[src/rtl/btr_pkg.sv]
`timescale 1ns / 1ps
// ----------------------------------------------------------------------------
// btr_pkg
// shared types, constants and the bounding box clamp for the triangle
// rasterizer
// ----------------------------------------------------------------------------
package btr_pkg;

  localparam int CoordW   = 13;
  localparam int PixW     = 12;
  localparam int DeltaW   = 14;
  localparam int ProdW    = 28;
  localparam int CrossW   = 29;
  localparam int SumW     = 30;
  localparam int ColorW   = 24;
  localparam int SizeW    = 13;
  localparam int CfgIdxW  = 1;
  localparam int InDataW  = 104;
  localparam int OutDataW = 56;

  localparam logic [SizeW-1:0] MaxDim       = 13'd4096;
  localparam logic [SizeW-1:0] SizeResetVal = 13'd800;

  typedef enum logic {
    OP_LOAD = 1'b0,
    OP_STEP = 1'b1
  } op_e;

  typedef enum logic [CfgIdxW-1:0] {
    CFG_IMAGE_WIDTH  = 1'b0,
    CFG_IMAGE_HEIGHT = 1'b1
  } cfg_idx_e;

  // slave tdata layout, first field in the lowest bits
  typedef struct packed {
    logic [1:0]               pad;
    logic [ColorW-1:0]        fill_color;
    logic signed [CoordW-1:0] corner_c_y;
    logic signed [CoordW-1:0] corner_c_x;
    logic signed [CoordW-1:0] corner_b_y;
    logic signed [CoordW-1:0] corner_b_x;
    logic signed [CoordW-1:0] corner_a_y;
    logic signed [CoordW-1:0] corner_a_x;
  } in_data_t;

  // master tdata layout, first field in the lowest bits
  typedef struct packed {
    logic [6:0]        pad;
    logic [ColorW-1:0] pixel_color;
    logic              inside_res;
    logic [PixW-1:0]   pixel_y;
    logic [PixW-1:0]   pixel_x;
  } out_data_t;

  typedef struct packed {
    op_e                      op;
    logic signed [CoordW-1:0] ax;
    logic signed [CoordW-1:0] ay;
    logic signed [CoordW-1:0] bx;
    logic signed [CoordW-1:0] by;
    logic signed [CoordW-1:0] cx;
    logic signed [CoordW-1:0] cy;
    logic signed [DeltaW-1:0] ux;
    logic signed [DeltaW-1:0] uy;
    logic signed [DeltaW-1:0] vx;
    logic signed [DeltaW-1:0] vy;
    logic [ColorW-1:0]        color;
  } in_item_t;

  typedef struct packed {
    logic [PixW-1:0]          px;
    logic [PixW-1:0]          py;
    logic                     last;
    logic [ColorW-1:0]        color;
    logic signed [DeltaW-1:0] wx;
    logic signed [DeltaW-1:0] wy;
    logic signed [DeltaW-1:0] ux;
    logic signed [DeltaW-1:0] uy;
    logic signed [DeltaW-1:0] vx;
    logic signed [DeltaW-1:0] vy;
    logic signed [CrossW-1:0] z;
  } pix_item_t;

  typedef struct packed {
    logic [PixW-1:0]          px;
    logic [PixW-1:0]          py;
    logic                     last;
    logic [ColorW-1:0]        color;
    logic signed [CrossW-1:0] u;
    logic signed [CrossW-1:0] v;
    logic signed [CrossW-1:0] z;
  } uv_item_t;

  typedef struct packed {
    logic            ok;
    logic [PixW-1:0] lo;
    logic [PixW-1:0] hi;
  } axis_range_t;

  function automatic axis_range_t clamp_axis(
    logic signed [CoordW-1:0] c0,
    logic signed [CoordW-1:0] c1,
    logic signed [CoordW-1:0] c2,
    logic [SizeW-1:0]         size
  );
    logic [SizeW-1:0]         sz;
    logic signed [DeltaW-1:0] top;
    logic signed [DeltaW-1:0] cmin;
    logic signed [DeltaW-1:0] cmax;
    logic signed [DeltaW-1:0] mn;
    logic signed [DeltaW-1:0] mx;
    axis_range_t              r;
    sz   = (size > MaxDim) ? MaxDim : size;
    top  = $signed({1'b0, sz}) - 14'sd1;
    cmin = DeltaW'(c0);
    if (DeltaW'(c1) < cmin) cmin = DeltaW'(c1);
    if (DeltaW'(c2) < cmin) cmin = DeltaW'(c2);
    cmax = DeltaW'(c0);
    if (DeltaW'(c1) > cmax) cmax = DeltaW'(c1);
    if (DeltaW'(c2) > cmax) cmax = DeltaW'(c2);
    mn = (cmin < top) ? cmin : top;
    if (mn < 14'sd0) mn = 14'sd0;
    mx = (cmax > 14'sd0) ? cmax : 14'sd0;
    if (mx > top) mx = top;
    r.ok = !(mn > mx);
    r.lo = mn[PixW-1:0];
    r.hi = mx[PixW-1:0];
    return r;
  endfunction

endpackage

[src/rtl/barycentric_triangle_rasterizer.sv]
`timescale 1ns / 1ps
// ----------------------------------------------------------------------------
// barycentric_triangle_rasterizer
// loads a triangle, then walks its clamped bounding box one pixel per step
// (x outer, y inner) and flags the pixels inside the triangle
// ----------------------------------------------------------------------------
// A load transfer (tuser low) takes three signed corners and a fill color,
// clamps the triangle's bounding box to the image size set by the two size
// registers and produces no output. Each step transfer (tuser high) after
// that yields one pixel of the box with its inside flag, the fill color and
// tlast on the final pixel; steps while no box is pending yield nothing.
// The inside test is an exact integer sign test on the barycentric cross
// products. The block takes one transfer per clock unless m_axis_tready
// stalls it. A taken step passes the input register, scan register, cross
// product register (one 14x14 multiply per product), then the output
// register after the sign test. Size register writes apply to the next load.
module barycentric_triangle_rasterizer (
  input  logic                           clk_i,
  input  logic                           rst_ni,
  input  logic                           cfg_we_i,
  input  logic [btr_pkg::CfgIdxW-1:0]    cfg_idx_i,
  input  logic [btr_pkg::SizeW-1:0]      cfg_data_i,
  input  logic                           s_axis_tvalid,
  output logic                           s_axis_tready,
  // corner_a_x, corner_a_y, corner_b_x, corner_b_y, corner_c_x, corner_c_y,
  // fill_color, zero pad
  input  logic [btr_pkg::InDataW-1:0]    s_axis_tdata,
  // operation
  input  logic                           s_axis_tuser,
  output logic                           m_axis_tvalid,
  input  logic                           m_axis_tready,
  // pixel_x, pixel_y, inside_res, pixel_color, zero pad
  output logic [btr_pkg::OutDataW-1:0]   m_axis_tdata,
  output logic                           m_axis_tlast
);

  import btr_pkg::*;

  logic [SizeW-1:0] width_q, height_q;

  in_item_t  in_q, in_d;
  logic      in_vld_q, in_vld_d;
  pix_item_t pix_q, pix_d;
  logic      pix_vld_q, pix_vld_d;
  uv_item_t  uv_q, uv_d;
  logic      uv_vld_q, uv_vld_d;
  out_data_t out_q, out_d;
  logic      out_last_q, out_last_d;
  logic      out_vld_q, out_vld_d;

  logic signed [CoordW-1:0] ax_q, ax_d, ay_q, ay_d;
  logic signed [DeltaW-1:0] ux_q, ux_d, uy_q, uy_d, vx_q, vx_d, vy_q, vy_d;
  logic signed [CrossW-1:0] z_q, z_d;
  logic [ColorW-1:0]        color_q, color_d;
  logic [PixW-1:0]          xlo_q, xlo_d, xhi_q, xhi_d, ylo_q, ylo_d, yhi_q, yhi_d;
  logic [PixW-1:0]          scan_x_q, scan_x_d, scan_y_q, scan_y_d;
  logic                     busy_q, busy_d;

  logic out_rdy, uv_rdy, pix_rdy, in_adv, uv_adv, pix_adv;
  logic step_last;

  in_data_t                 din;
  axis_range_t              rng_x, rng_y;
  logic signed [ProdW-1:0]  zp_a, zp_b;
  logic signed [ProdW-1:0]  up_a, up_b, vp_a, vp_b;
  logic signed [SumW-1:0]   uv_sum, z_ext;
  logic                     hit;

  // configuration
  always_ff @(posedge clk_i or negedge rst_ni) begin
    if (!rst_ni) begin
      width_q  <= SizeResetVal;
      height_q <= SizeResetVal;
    end else if (cfg_we_i) begin
      case (cfg_idx_i)
        CFG_IMAGE_WIDTH:  width_q  <= cfg_data_i;
        CFG_IMAGE_HEIGHT: height_q <= cfg_data_i;
        default: ;
      endcase
    end
  end

  // ready chain
  assign out_rdy       = !out_vld_q || m_axis_tready;
  assign uv_rdy        = !uv_vld_q || out_rdy;
  assign pix_rdy       = !pix_vld_q || uv_rdy;
  assign in_adv        = in_vld_q && pix_rdy;
  assign s_axis_tready = !in_vld_q || pix_rdy;
  assign uv_adv        = uv_vld_q && out_rdy;
  assign pix_adv       = pix_vld_q && uv_rdy;

  // input stage
  assign din = in_data_t'(s_axis_tdata);

  always_comb begin
    in_d     = in_q;
    in_vld_d = in_vld_q && !in_adv;
    if (s_axis_tvalid && s_axis_tready) begin
      in_vld_d    = 1'b1;
      in_d.op     = op_e'(s_axis_tuser);
      in_d.ax     = din.corner_a_x;
      in_d.ay     = din.corner_a_y;
      in_d.bx     = din.corner_b_x;
      in_d.by     = din.corner_b_y;
      in_d.cx     = din.corner_c_x;
      in_d.cy     = din.corner_c_y;
      in_d.ux     = DeltaW'(din.corner_c_x) - DeltaW'(din.corner_a_x);
      in_d.uy     = DeltaW'(din.corner_c_y) - DeltaW'(din.corner_a_y);
      in_d.vx     = DeltaW'(din.corner_b_x) - DeltaW'(din.corner_a_x);
      in_d.vy     = DeltaW'(din.corner_b_y) - DeltaW'(din.corner_a_y);
      in_d.color  = din.fill_color;
    end
  end

  // load and scan
  assign rng_x     = clamp_axis(in_q.ax, in_q.bx, in_q.cx, width_q);
  assign rng_y     = clamp_axis(in_q.ay, in_q.by, in_q.cy, height_q);
  assign zp_a      = in_q.ux * in_q.vy;
  assign zp_b      = in_q.vx * in_q.uy;
  assign step_last = (scan_x_q == xhi_q) && (scan_y_q == yhi_q);

  always_comb begin
    ax_d      = ax_q;
    ay_d      = ay_q;
    ux_d      = ux_q;
    uy_d      = uy_q;
    vx_d      = vx_q;
    vy_d      = vy_q;
    z_d       = z_q;
    color_d   = color_q;
    xlo_d     = xlo_q;
    xhi_d     = xhi_q;
    ylo_d     = ylo_q;
    yhi_d     = yhi_q;
    scan_x_d  = scan_x_q;
    scan_y_d  = scan_y_q;
    busy_d    = busy_q;
    pix_d     = pix_q;
    pix_vld_d = pix_vld_q && !pix_adv;
    if (in_adv) begin
      if (in_q.op == OP_LOAD) begin
        ax_d     = in_q.ax;
        ay_d     = in_q.ay;
        ux_d     = in_q.ux;
        uy_d     = in_q.uy;
        vx_d     = in_q.vx;
        vy_d     = in_q.vy;
        z_d      = CrossW'(zp_a) - CrossW'(zp_b);
        color_d  = in_q.color;
        xlo_d    = rng_x.lo;
        xhi_d    = rng_x.hi;
        ylo_d    = rng_y.lo;
        yhi_d    = rng_y.hi;
        scan_x_d = rng_x.lo;
        scan_y_d = rng_y.lo;
        busy_d   = rng_x.ok && rng_y.ok;
      end else if (busy_q) begin
        pix_vld_d   = 1'b1;
        pix_d.px    = scan_x_q;
        pix_d.py    = scan_y_q;
        pix_d.last  = step_last;
        pix_d.color = color_q;
        pix_d.wx    = DeltaW'(ax_q) - $signed({2'b00, scan_x_q});
        pix_d.wy    = DeltaW'(ay_q) - $signed({2'b00, scan_y_q});
        pix_d.ux    = ux_q;
        pix_d.uy    = uy_q;
        pix_d.vx    = vx_q;
        pix_d.vy    = vy_q;
        pix_d.z     = z_q;
        if (step_last) begin
          busy_d = 1'b0;
        end else if (scan_y_q == yhi_q) begin
          scan_y_d = ylo_q;
          scan_x_d = scan_x_q + 12'd1;
        end else begin
          scan_y_d = scan_y_q + 12'd1;
        end
      end
    end
  end

  // cross products
  assign up_a = pix_q.vx * pix_q.wy;
  assign up_b = pix_q.wx * pix_q.vy;
  assign vp_a = pix_q.wx * pix_q.uy;
  assign vp_b = pix_q.ux * pix_q.wy;

  always_comb begin
    uv_d     = uv_q;
    uv_vld_d = uv_vld_q && !uv_adv;
    if (pix_adv) begin
      uv_vld_d    = 1'b1;
      uv_d.px     = pix_q.px;
      uv_d.py     = pix_q.py;
      uv_d.last   = pix_q.last;
      uv_d.color  = pix_q.color;
      uv_d.u      = CrossW'(up_a) - CrossW'(up_b);
      uv_d.v      = CrossW'(vp_a) - CrossW'(vp_b);
      uv_d.z      = pix_q.z;
    end
  end

  // sign test and output register
  assign uv_sum = SumW'(uv_q.u) + SumW'(uv_q.v);
  assign z_ext  = SumW'(uv_q.z);
  assign hit    = (uv_q.z > 29'sd0 && uv_q.u >= 29'sd0 && uv_q.v >= 29'sd0 &&
                   uv_sum <= z_ext) ||
                  (uv_q.z < 29'sd0 && uv_q.u <= 29'sd0 && uv_q.v <= 29'sd0 &&
                   uv_sum >= z_ext);

  always_comb begin
    out_d      = out_q;
    out_last_d = out_last_q;
    out_vld_d  = out_vld_q && !m_axis_tready;
    if (uv_adv) begin
      out_vld_d         = 1'b1;
      out_d.pad         = '0;
      out_d.pixel_x     = uv_q.px;
      out_d.pixel_y     = uv_q.py;
      out_d.inside_res  = hit;
      out_d.pixel_color = uv_q.color;
      out_last_d        = uv_q.last;
    end
  end

  always_ff @(posedge clk_i or negedge rst_ni) begin
    if (!rst_ni) begin
      in_vld_q  <= 1'b0;
      pix_vld_q <= 1'b0;
      uv_vld_q  <= 1'b0;
      out_vld_q <= 1'b0;
      busy_q    <= 1'b0;
      xlo_q     <= '0;
      xhi_q     <= '0;
      ylo_q     <= '0;
      yhi_q     <= '0;
      scan_x_q  <= '0;
      scan_y_q  <= '0;
    end else begin
      in_vld_q  <= in_vld_d;
      pix_vld_q <= pix_vld_d;
      uv_vld_q  <= uv_vld_d;
      out_vld_q <= out_vld_d;
      busy_q    <= busy_d;
      xlo_q     <= xlo_d;
      xhi_q     <= xhi_d;
      ylo_q     <= ylo_d;
      yhi_q     <= yhi_d;
      scan_x_q  <= scan_x_d;
      scan_y_q  <= scan_y_d;
    end
  end

  always_ff @(posedge clk_i) begin
    in_q       <= in_d;
    pix_q      <= pix_d;
    uv_q       <= uv_d;
    out_q      <= out_d;
    out_last_q <= out_last_d;
    ax_q       <= ax_d;
    ay_q       <= ay_d;
    ux_q       <= ux_d;
    uy_q       <= uy_d;
    vx_q       <= vx_d;
    vy_q       <= vy_d;
    z_q        <= z_d;
    color_q    <= color_d;
  end

  assign m_axis_tvalid = out_vld_q;
  assign m_axis_tdata  = out_q;
  assign m_axis_tlast  = out_last_q;

endmodule
[config.mk]
export PLATFORM = sky130hd
export DESIGN_NAME = barycentric_triangle_rasterizer
export DESIGN_NICKNAME = d
export VERILOG_FILES = /design/src/rtl/btr_pkg.sv /design/src/rtl/barycentric_triangle_rasterizer.sv
export SDC_FILE = /design/constraint.sdc
export NUM_CORES = 2
export LEC_CHECK = 0
export BUFFER_PORTS_ARGS = -buffer_cell sky130_fd_sc_hd__buf_2
export CORE_MARGIN = 1
export CORE_UTILIZATION = 54
export DETAILED_ROUTE_END_ITERATION = 12
export MAX_ROUTING_LAYER = met4
export PLACE_DENSITY = 0.7
export SLEW_MARGIN = 20
export SYNTH_ARGS = -nofsm -noshare
export SYNTH_HDL_FRONTEND = slang
export SYNTH_SLANG_ARGS = --single-unit
[constraint.sdc]
create_clock -name clk_i -period 9.9 [get_ports clk_i]
set_input_delay 0.495 -clock clk_i [delete_from_list [all_inputs] [get_ports clk_i]]
set_output_delay 0.495 -clock clk_i [all_outputs]
set_load 0.05 [all_outputs]
==> impl_metrics.env <==
export IMPL_startpoint="in_q[157]"
export IMPL_cp_required_ns=10.49
export IMPL_setup_viol=0
export IMPL_cpMostUsedCell="a21o_1"
export IMPL_min_delay_start="s_axis_tdata[59]"
export IMPL_track_usage_pct=28.9
export IMPL_clk_pin_slew_ns=0.06
export IMPL_worst_pin_slew_ns=1.19
export IMPL_drtIter0Drc=3863
export IMPL_path_max_fanout=18
export IMPL_async_reset_ff_share_pct=12.4
export IMPL_hold_depth=1
export IMPL_synth_distinct_cells=88
export IMPL_grt_pass1_vias=57500
export IMPL_antenna_found_initial=11
export IMPL_insertion_delay_ns=0.69
export IMPL_cap_violations=0
export IMPL_relSlewSlack_pct=20.8
export IMPL_pin_count=183
export IMPL_totalWireLength_um=205000
export IMPL_drc=0
export IMPL_crit_type="reg -> reg"
export IMPL_cts_sinks=733
export IMPL_syn_avg_cell_area_um2=10.7
export IMPL_grt_overflow_total=0
export IMPL_min_path_type="in -> reg"
export IMPL_core_um2=150000
export IMPL_synth_cells=7590
export IMPL_place_gp_congestion=0.937
export IMPL_r2r_cells=38
export IMPL_status="complete, no violations"
export IMPL_mostFrequentLayoutCell="inv_1"
export IMPL_hold_viol=0
export IMPL_root_buffer="clkbuf_16"
export IMPL_wl_per_cell_um=20.9
export IMPL_netlist_area_um2=81300
export IMPL_endpoint_kind="flop"
export IMPL_port_buffers=173
export IMPL_final_cell_mix="inv_1, fa_1, nand2_1, edfxtp_1, ha_1"
export IMPL_drive_gt1_share_pct=6.48
export IMPL_via_per_inst=5.47
export IMPL_initial_core_util_pct=54.4
export IMPL_skew_ns=0.0392
export IMPL_synth_edf_count=642
export IMPL_fin_crit_sh_pct=92.1
export IMPL_design_die_area_um2=152000
export IMPL_r2r_start="in_q[157]"
export IMPL_crit_path_start_kind="flop"
export IMPL_clock_path_buffers=3
export IMPL_ant_nets=0
export IMPL_clock_fmax_ghz=0.110
export IMPL_cpMaxStageDelayCell="a2111oi_1"
export IMPL_tritoncts="yes"
export IMPL_dp_hpwl_um=166000
export IMPL_rows=142
export IMPL_drtPass1Iterations=5
export IMPL_cts_buffers=81
export IMPL_rsz0062_at_grt="false"
export IMPL_synth_warnings=0
export IMPL_grt_pass1_wl_um=324000
export IMPL_grt_max_degree=152
export IMPL_fp_dieW_um=390
export IMPL_ys_seq_area_share_pct=26.5
export IMPL_area_delta_synth_final_pct=7.46
export IMPL_arrival_ns=9.71
export IMPL_die_height_um=390
export IMPL_maxSlewViolCount=0
export IMPL_finalNetCount=9827
export IMPL_vias=53600
export IMPL_cp_slowest_stage_delay_ns=0.47
export IMPL_ys_ff_latch=733
export IMPL_synthFlopType="edfxtp_1"
export IMPL_fin_tns_setup_ns=0
export IMPL_timing_final_crit_period_ns=9.12
export IMPL_cts_htree_levels=3
[final cells by class]
type	count	area (µm²)
fillers	12600	62200
multi-input cells	5084	53100
flip-flops and latches	733	21600
inverters	1521	5710
well taps	2016	2520
clock buffers	96	2140
repair buffers	290	1870
clock inverters	50	497
diodes	6	15.0
[worst max-delay path, delay by kind of cell, from the launching register on]
| family | cells | cell delay [ns] |
|---|---|---|
| AO/OA/AOI/OAI | 18 | 4.29 |
| AND/OR/NAND/NOR | 11 | 2.36 |
| adder cells (fa/ha/maj) | 4 | 1.14 |
| flip-flops | 1 | 0.45 |
| multiplexers | 1 | 0.41 |
| buffers and inverters | 4 | 0.38 |
[per-layer routing]
layer | wire [µm] | vias up | share of wire, % | track usage (%)
li1 | - | 24200 | - | -
met1 | 86100 | 27600 | 42 | 38.0
met2 | 100000 | 1494 | 49 | 47.2
met3 | 10400 | 311 | 5.1 | 2.80
met4 | 7820 | 0 | 3.8 | 9.69
met5 | 0 | - | 0 | -
[through the flow]
step	instances	worst slack [ns]	util, %	hold slack, ns	area, µm²
after floorplan	7598	1.48	-	0.199	81400
after global placement	9607	0.463	56.4	0.400	84400
after detailed placement	9608	0.717	56.4	0.405	84400
after CTS	9790	0.625	58.4	0.000874	87400
after global routing	9793	0.00480	58.4	0.0161	87400
final	9796	0.782	58.4	0.0418	87400
[kinds of logic after synthesis]
kind of cell / share of synthesized area (%)
mux: 1.44
fa+ha+maj: 43.1
compound gates: 6.00
buf+inv: 8.30
flops: 26.5
xor+xnor: 2.49
other cells: 0.00461
simple gates: 12.1
[flip-flops by register name, summed over array words and instances, names as in the netlist, 12 cells and up]
signal	cells
scan_x_q	12
m_axis_tdata	49
width_q	13
xhi_q	12
ux_q	14
z_q	29
uy_q	14
ax_q	13
uv_q	136
scan_y_q	12
height_q	13
vy_q	14
ylo_q	12
color_q	24
vx_q	14
in_q	159
yhi_q	12
ay_q	13
pix_q	162
[cells in the mapped netlist, types with 11 or more instances]
cell | count | area [µm²]
xor2_1 | 56 | 490
ha_1 | 638 | 7980
and2_1 | 546 | 3420
mux2_2 | 53 | 597
or2_2 | 15 | 93.8
o21bai_1 | 12 | 90.1
clkbuf_1 | 233 | 875
nand4_1 | 47 | 294
a21oi_1 | 197 | 986
mux2i_1 | 49 | 490
nor2_1 | 300 | 1130
a21boi_0 | 35 | 263
a211oi_1 | 20 | 150
nor2b_1 | 93 | 582
o21ai_1 | 21 | 105
and3_1 | 18 | 113
a211o_1 | 11 | 96.3
nand3_1 | 53 | 265
buf_4 | 11 | 82.6
o21ai_0 | 162 | 811
o21a_1 | 31 | 233
nand2b_1 | 76 | 475
xnor2_1 | 175 | 1530
a31oi_1 | 24 | 150
nand2_1 | 738 | 2770
a21o_1 | 85 | 638
inv_1 | 1520 | 5710
dfrtp_1 | 85 | 2130
fa_1 | 1354 | 27100
nor4_1 | 43 | 269
o31ai_1 | 23 | 173
nor3_1 | 44 | 220
a211oi_2 | 14 | 175
or3_1 | 15 | 93.8
edfxtp_1 | 642 | 19300
[repair_timing]
action	in CTS	in global routing
hold buffers	36	0
gates resized for setup	0	3
hold endpoints to repair	68	0
setup buffers	0	0
setup endpoints to repair	0	1
[path summary, 6_finish.rpt]
path                          endpoint  slack, ns
setup / recovery                busy_q       0.78
hold / removal               in_q[100]       0.04
setup reg to reg                busy_q       0.78
hold reg to reg              pix_q[50]       0.39
max in group asynchronous  scan_x_q[0]       8.42
min in group asynchronous    ylo_q[10]       0.35
Power is not shown: default switching activity piles up to over one toggle a cycle in this logic, so the estimate is an artifact.
